$ cat src/hw/rtl/sts_pkg.sv
// Shared types, constants and the sine table for the segment tone synthesizer.
// No dependencies; the divider, datapath, sequencer, top level and testbench import this package.
package sts_pkg;

   // Widths
   localparam int INDEX_BITS  = 24;
   localparam int SINE_BITS   = 10;
   localparam int SINE_ENTRIES = 1 << SINE_BITS;
   localparam int CSR_ADDR_W  = 5;

   // Iterative divider geometry: numerator is a 32-bit value times a sample index
   localparam int DIV_NUM_W   = 32 + INDEX_BITS;
   localparam int DIV_STEPS   = 4;
   localparam int DIV_ITERS   = (DIV_NUM_W + DIV_STEPS - 1) / DIV_STEPS;
   localparam int DIV_PAD_W   = DIV_ITERS * DIV_STEPS;
   localparam int DIV_CNT_W   = $clog2(DIV_ITERS + 1);

   // Arithmetic constants
   localparam logic [16:0] ONE_Q16    = 17'h10000;
   localparam logic [31:0] LCG_MUL    = 32'd1664525;
   localparam logic [31:0] LCG_ADD    = 32'd1013904223;
   localparam logic [23:0] NOISE_FULL = 24'hFFFFFF;
   localparam logic [15:0] PCM_SCALE  = 16'd32767;
   localparam logic [31:0] HALF_TURN  = 32'h8000_0000;

   // Waveform and envelope codes
   localparam logic [1:0] WAVE_SINE     = 2'd0;
   localparam logic [1:0] WAVE_SQUARE   = 2'd1;
   localparam logic [1:0] WAVE_TRIANGLE = 2'd2;
   localparam logic [1:0] WAVE_NOISE    = 2'd3;
   localparam logic [1:0] ENV_FLAT      = 2'd0;
   localparam logic [1:0] ENV_DECAY     = 2'd1;
   localparam logic [1:0] ENV_BELL      = 2'd2;

   // Register indexes (byte address = 4 * index)
   localparam logic [2:0] REG_START_STEP = 3'd0;
   localparam logic [2:0] REG_END_STEP   = 3'd1;
   localparam logic [2:0] REG_GAIN       = 3'd2;
   localparam logic [2:0] REG_WAVE       = 3'd3;
   localparam logic [2:0] REG_ENVELOPE   = 3'd4;
   localparam logic [2:0] REG_SEG_LEN    = 3'd5;
   localparam logic [2:0] REG_CHANNELS   = 3'd6;

   // Register reset values
   localparam logic [16:0] GAIN_RESET     = 17'd13107;
   localparam logic [1:0]  CHANNELS_RESET = 2'd1;

   typedef struct packed {
      logic [31:0]           start_step;
      logic [31:0]           end_step;
      logic [16:0]           gain;
      logic [1:0]            wave;
      logic [1:0]            envelope;
      logic [INDEX_BITS-1:0] seg_len;
      logic [1:0]            channels;
   } cfg_type;

   typedef enum logic [3:0] {
      OP_NONE,
      OP_ACCEPT,
      OP_PREP,
      OP_WAVE,
      OP_STEP_DIV,
      OP_STEP_SET,
      OP_ENV_DIV,
      OP_ENV_BASE,
      OP_ENV_SQ,
      OP_MAG1,
      OP_MAG2,
      OP_MAG3,
      OP_EMIT0,
      OP_EMIT1
   } dp_op_type;

   typedef struct packed {
      dp_op_type op;
   } dp_cmd_type;

   typedef struct packed {
      logic in_range;
      logic div_busy;
      logic env_div;
      logic out_free;
      logic two_chans;
   } dp_status_type;

   typedef enum logic [3:0] {
      ST_IDLE,
      ST_CHECK,
      ST_PREP,
      ST_WAVE,
      ST_STEP_DIV,
      ST_STEP_WAIT,
      ST_STEP_SET,
      ST_ENV_DIV,
      ST_ENV_WAIT,
      ST_ENV_BASE,
      ST_ENV_SQ,
      ST_MAG1,
      ST_MAG2,
      ST_MAG3,
      ST_EMIT0,
      ST_EMIT1
   } ctrl_state_type;

   typedef logic [16:0] sine_rom_type [SINE_ENTRIES];

   // Quarter-wave odd polynomial, Q16 magnitude, one entry per table phase
   function automatic sine_rom_type build_sine_rom();
      sine_rom_type      rom;
      logic [31:0]       p;
      longint unsigned   x;
      longint unsigned   x2;
      longint unsigned   t;
      longint unsigned   s;
      for (int k = 0; k < SINE_ENTRIES; k++) begin
         p  = 32'(k) << (32 - SINE_BITS);
         x  = longint'(p[29:14]);
         if (p[30]) begin
            x = 64'd65536 - x;
         end
         x2 = (x * x) >> 16;
         t  = 64'd11;
         t  = 64'd307 - ((x2 * t) >> 16);
         t  = 64'd5223 - ((x2 * t) >> 16);
         t  = 64'd42334 - ((x2 * t) >> 16);
         t  = 64'd102944 - ((x2 * t) >> 16);
         s  = (x * t) >> 16;
         if (s > 64'd65536) begin
            s = 64'd65536;
         end
         rom[k] = 17'(s);
      end
      return rom;
   endfunction

   localparam sine_rom_type SINE_ROM = build_sine_rom();

endpackage

$ cat src/hw/rtl/sts_ctrl.sv
// Tone synthesizer sequencer: accepts an item and steps the datapath through it.
// Depends on sts_pkg.
module sts_ctrl (
   input  logic                   clock,
   input  logic                   reset,
   input  logic                   req_valid,
   output logic                   req_ready,
   input  sts_pkg::dp_status_type status,
   output sts_pkg::dp_cmd_type    cmd
);
   import sts_pkg::*;

   ctrl_state_type state_ff, state_in;

   always_ff @(posedge clock) begin
      if (reset) begin
         state_ff <= ST_IDLE;
      end else begin
         state_ff <= state_in;
      end
   end

   // Next state and datapath command
   always_comb begin
      state_in  = state_ff;
      cmd.op    = OP_NONE;
      req_ready = 1'b0;
      unique case (state_ff)
         ST_IDLE: begin
            req_ready = 1'b1;
            if (req_valid) begin
               cmd.op   = OP_ACCEPT;
               state_in = ST_CHECK;
            end
         end
         ST_CHECK:     state_in = status.in_range ? ST_PREP : ST_IDLE;
         ST_PREP: begin
            cmd.op   = OP_PREP;
            state_in = ST_WAVE;
         end
         ST_WAVE: begin
            cmd.op   = OP_WAVE;
            state_in = ST_STEP_DIV;
         end
         ST_STEP_DIV: begin
            cmd.op   = OP_STEP_DIV;
            state_in = ST_STEP_WAIT;
         end
         ST_STEP_WAIT: begin
            if (!status.div_busy) begin
               state_in = ST_STEP_SET;
            end
         end
         ST_STEP_SET: begin
            cmd.op   = OP_STEP_SET;
            state_in = status.env_div ? ST_ENV_DIV : ST_ENV_BASE;
         end
         ST_ENV_DIV: begin
            cmd.op   = OP_ENV_DIV;
            state_in = ST_ENV_WAIT;
         end
         ST_ENV_WAIT: begin
            if (!status.div_busy) begin
               state_in = ST_ENV_BASE;
            end
         end
         ST_ENV_BASE: begin
            cmd.op   = OP_ENV_BASE;
            state_in = ST_ENV_SQ;
         end
         ST_ENV_SQ: begin
            cmd.op   = OP_ENV_SQ;
            state_in = ST_MAG1;
         end
         ST_MAG1: begin
            cmd.op   = OP_MAG1;
            state_in = ST_MAG2;
         end
         ST_MAG2: begin
            cmd.op   = OP_MAG2;
            state_in = ST_MAG3;
         end
         ST_MAG3: begin
            cmd.op   = OP_MAG3;
            state_in = ST_EMIT0;
         end
         ST_EMIT0: begin
            if (status.out_free) begin
               cmd.op   = OP_EMIT0;
               state_in = status.two_chans ? ST_EMIT1 : ST_IDLE;
            end
         end
         ST_EMIT1: begin
            if (status.out_free) begin
               cmd.op   = OP_EMIT1;
               state_in = ST_IDLE;
            end
         end
         default: state_in = ST_IDLE;
      endcase
   end

endmodule

$ cat config.mk
export PLATFORM = sky130hd
export DESIGN_NAME = sts_ctrl
export DESIGN_NICKNAME = d
export VERILOG_FILES = /design/src/hw/rtl/sts_pkg.sv /design/src/hw/rtl/sts_ctrl.sv
export SDC_FILE = /design/constraint.sdc
export NUM_CORES = 1
export LEC_CHECK = 0
export BUFFER_PORTS_ARGS = -buffer_cell sky130_fd_sc_hd__buf_2
export CAP_MARGIN = 20
export CORE_AREA = 2 2 39 41
export DETAILED_ROUTE_END_ITERATION = 8
export DIE_AREA = 0 0 41 43
export GPL_TIMING_DRIVEN = 0
export PLACE_DENSITY_LB_ADDON = 0.15
export SYNTH_ARGS = -nofsm -noshare
export SYNTH_HDL_FRONTEND = slang
export SYNTH_SLANG_ARGS = --single-unit
export TNS_END_PERCENT = 10
$ cat constraint.sdc
create_clock -name clock -period 1.6 [get_ports clock]
set_input_delay 0.24 -clock clock [delete_from_list [all_inputs] [get_ports clock]]
set_output_delay 0.24 -clock clock [all_outputs]
set_load 0.01 [all_outputs]
---- Word-level counts from Yosys, hierarchy flattened ----
Cells that the tools add are included.
word-level totals
  register bits after elaboration ......... 4
  input bits .............................. 8
operators by class
  eq/ne operators ......................... 20
  mux-type cells .......................... 14
  reductions and logical operators ........ 2
operator list
  cell                  count
  $pmux W4 S16          1
  $pmux W4 S13          1
  $mux W4               9
  $eq A4 B4 Y1 const B  8
  $eq A4 B3 Y1 const B  4
  $ne A2 B2 Y1 const B  5
  $eq A4 B2 Y1 const B  2
  $reduce_and A5 Y1     1
  $eq A4 B1 Y1 const B  1
  $logic_not A4 Y1      1
  $mux W1               2
  $mux W2               1

---- Longest topological paths before layout ----
  depth in word-level cells ............... 3
  mapped depth ............................ 5
  mapped depth without buffers ............ 4

---- Worst setup path after synthesis ----
No wires, ideal clock.
  path type ............................... flip-flop to flip-flop
  from .................................... reg state_ff[0]
  to ...................................... reg state_ff[2]
  setup time .............................. 0.121 ns
  arrival time ............................ 1.265 ns
  data required time ...................... 1.479 ns
  path slack .............................. 0.214 ns
  cell stages (with the launch flop) ...... 6
  buffers on the path ..................... 1
  period minus slack after synthesis ...... 1.386 ns
  cells stage by stage .................... dfxtp_1 -> buf_6 -> and4b_1 -> a31oi_2 -> o22a_2 -> mux2_4
between the ends
  word-level cells in the longest chain between the ends .. 3
RTL lines
  what                                        RTL line        source
  start: declaration                          sts_ctrl.sv:13  ctrl_state_type state_ff, state_in;
  start signal: assignment                    sts_ctrl.sv:19  state_ff <= state_in;
  $eq A4 B3 Y1, or another cell as far along  sts_ctrl.sv:28  unique case (state_ff)
  $ne A2 B2 Y1 (no line)                      n/a
  $reduce_and A5 Y1 (no line)                 n/a
Several ways; a longest one is shown, not always the timed one.
A chain may end at the register's enable or synchronous reset.

==> metrics.md <==
| Metric | Value |
|---|---|
| Seq/Total Area, Yosys | `0.183` |
| Port Buffer Count | `12` |
| Multi-input gate area | `328 sq um` |
| P_leak | `0.241 nW` |
| Top FF cell, synth | `dfxtp_1` |
| Startpoint Class | `flip-flop` |
| Cell mode on critical path | `o21ai_1` |
| Max reg flops | `4` |
| Routability cong. | `0.776` |
| Fmax achieved | `0.659 GHz` |
| Syn_nets | `69` |
| Max Cap Viol | `0` |
| Final hold vios | `0` |
| Chip height | `43 um` |
| DR WL/cell | `12.2 um` |
| First-pass GRT wire length | `1.79 mm` |
| Max IR drop VDD | `475 uV` |
| Share of cells above drive strength 1 | `0.405` |
| Average size of a mapped cell | `7.18 sq um` |
| Synth top area cells | `dfxtp_1 18%, nand2b_1 8.6%, a21oi_1 6.9%` |
| CTS Hold Bufs | `0` |
| Regs by FF count | `state_ff (4)` |
| Initial antenna violation count | `0` |
| Cell taking the most area after synthesis | `dfxtp_1` |
| Io pins | `13` |
| WHS | `~250 ps` |
| CTS tree | `done` |
| Synth Area in Compound Gates | `0.360` |
| Final slew viol count | `0` |
| Main combinational cell family by area after synthesis | `compound AO/OA/AOI/OAI gates` |
| Row count | `14` |
| GR Overflow Total | `0` |
| Pwr dens | `626 mW/mm^2` |
| Synth cell types | `29` |
| Die area | `0.00176 sq mm` |
| Post-synth top area share | `0.183` |
| DRC viols | `0` |
| H-tree depth | `1` |
| Via count | `516` |
| Worst skew pair latency | `230 ps` |
| Slowest CP cell | `dfxtp_4` |
| Critical Path AT | `around 1300 ps` |
| Critical setup path kind | `flip-flop to output port` |
| Seq cells post-synth | `4` |
| Worst R2R Setup Slack | `100 ps` |
| Post-DP HPWL | `between 800 and 900 um` |
| Actual slew at the worst max-slew pin | `257 ps` |
| Clk slew on worst S/H paths | `40 ps` |
| Timing startpoint of the critical path | `state_ff[3]$_SDFFE_PP0P_` |
| Vias in the first global route | `438` |
| Critical Path Max Stage Delay | `around 370 ps` |
| Die width | `41 um` |
| # setup viols final | `0` |
| Crit Path Max Fanout | `7` |
| Fin area | `~600 sq um` |
| Post-synth EDFFs | `0` |
| Clock tree buffer depth | `2` |
| CP required | `roughly 1400 ps` |
| Clk_skew | `3.53 ps` |
| Reg-to-Reg End | `state_ff[2]$_SDFFE_PP0P_` |
| Post-layout nets | `89` |
| Crit path to | `cmd[2]` |
| All-Layer GR Usage | `0.145` |
| Synth Area in Adders | `0` |
| Post-route antenna net violation count | `0` |
| Worst setup EP type | `output port` |
| Period utilization | `0.948` |
| Post-Syn Area | `438 sq um` |
| Clock root cell | `clkbuf_4` |
| Hold WC Path Type | `input port to flip-flop` |
| Async SR Flop Fraction | `0` |
| Cts bufs inserted | `3` |
| FILL cells | `148` |
| R2R cell count | `5` |
| Max-slew headroom | `0.828` |
| DRT Pass-1 Iters | `4` |
| Diodes inserted | `0` |
| Synthesis-to-finish area growth | `36.6%` |
| FF-to-FF Start | `state_ff[0]$_SDFFE_PP0P_` |
| Outcome | `finished, final reports clean` |
| Hold path cells | `2` |
| Placed Area | `518 sq um` |
| Synth warn | `0` |
| Final wirelength | `1.16 mm` |
| Simple-gate share of the synthesized area | `0.291` |
| Cells after Synth | `61` |
| XOR/XNOR Fraction of Synth Area | `0.0200` |
| Via-per-instance ratio | `5.43` |
| Largest net degree at the start of global routing | `11` |
| Initial DRC count | `19` |
| Most common library cells after synthesis | `6 x a21oi_1, 6 x nand2b_1, 5 x nand2_1` |
| Most flop-heavy register | `state_ff` |
| Reg area | `85.1 sq um` |
| RSZ-0062 raised after global routing | `false` |
| Final worst path period need | `1520 ps` |
| Total Neg Setup Slack | `0 ps` |
| Mux contribution to synthesized area | `0.0600` |
| Sink Count | `4` |
| Crit-path cells | `buf_8, inv_2, o21ai_1, o21ai_1, a32o_1, buf_2` |
| Core area | `between 0.001 and 0.0015 sq mm` |
| Initial Util | `0.316` |
## power by group
group	total [mW]	switching [mW]	leakage, nW	internal [mW]
logic	0.144	0.0765	0.193	0.0674
registers	0.111	0.00550	0.0339	0.106
clock network	0.119	0.0359	0.0138	0.0835
## layer usage
layer / GRT usage / part of all wire / up-vias
met2: 0.188 / 0.47 / 17
li1: - / - / 266
met3: 0.0628 / 0.066 / 0
met1: 0.212 / 0.46 / 233
met5: 0 / 0 / -
met4: 0.0400 / 0 / 0
## worst min-delay path by stage
stage | start | end | slack (ps)
global route | reset | state_ff[0]$_SDFFE_PP0P_ | 250
finish | reset | state_ff[0]$_SDFFE_PP0P_ | 250
floorplan | reset | state_ff[0]$_SDFFE_PP0P_ | 310
CTS | reset | state_ff[0]$_SDFFE_PP0P_ | 230
detailed placement | reset | state_ff[0]$_SDFFE_PP0P_ | 490
global placement | reset | state_ff[0]$_SDFFE_PP0P_ | 490
## stage by stage
| stage | total power, mW | setup slack, ps | util | instances |
|---|---|---|---|---|
| floorplan | 0.208 | 214 | - | 61 |
| global placement | 0.250 | 103 | 0.374 | 89 |
| detailed placement | 0.249 | 114 | 0.374 | 89 |
| CTS | 0.381 | 19.2 | 0.402 | 92 |
| global route | 0.407 | 1.55 | 0.432 | 95 |
| finish | 0.375 | 82.5 | 0.432 | 95 |
## critical path, delay by kind of cell (launching register included)
kind | cells | cell delay [ps]
buffers and inverters | 3 | 290
DFF | 1 | 370
AOI/OAI and AO/OA | 3 | 380
## placed cells by master, fill, tap and decap left out, types with 2 or more instances in the layout
cell and instances:
buf_2 12, nand2b_1 6, a21oi_1 6, nand2_1 5, o21ai_1 4, buf_6 3, inv_2 3, nor2_1 3
nand3_1 3, clkbuf_4 3, buf_4 3, a31oi_1 2, o21bai_1 2, a211oi_1 2, dfxtp_1 2
## kinds of logic (layout without fill, tap and decap cells)
kind of cell,Yosys count,after routing
xor+xnor,1,1
simple gates,24,24
buf+inv,7,25
flops,4,4
compound gates,23,23
mux,2,2
## area by class of cell
type | count | share of cell area
flip-flops and latches | 4 | 0.142
multi-input cells | 50 | 0.548
inverters | 3 | 0.0188
well taps | 16 | 0.0335
clock buffers | 3 | 0.0377
repair buffers | 15 | 0.138
plain buffers | 4 | 0.0816
## repair_timing
item	CTS	global route
endpoints found under the hold margin	0	0
buffers inserted	0	3
endpoints found under the setup margin	2	2
resized for setup	6	7
Note: power is estimated with default switching activity, not from simulation.
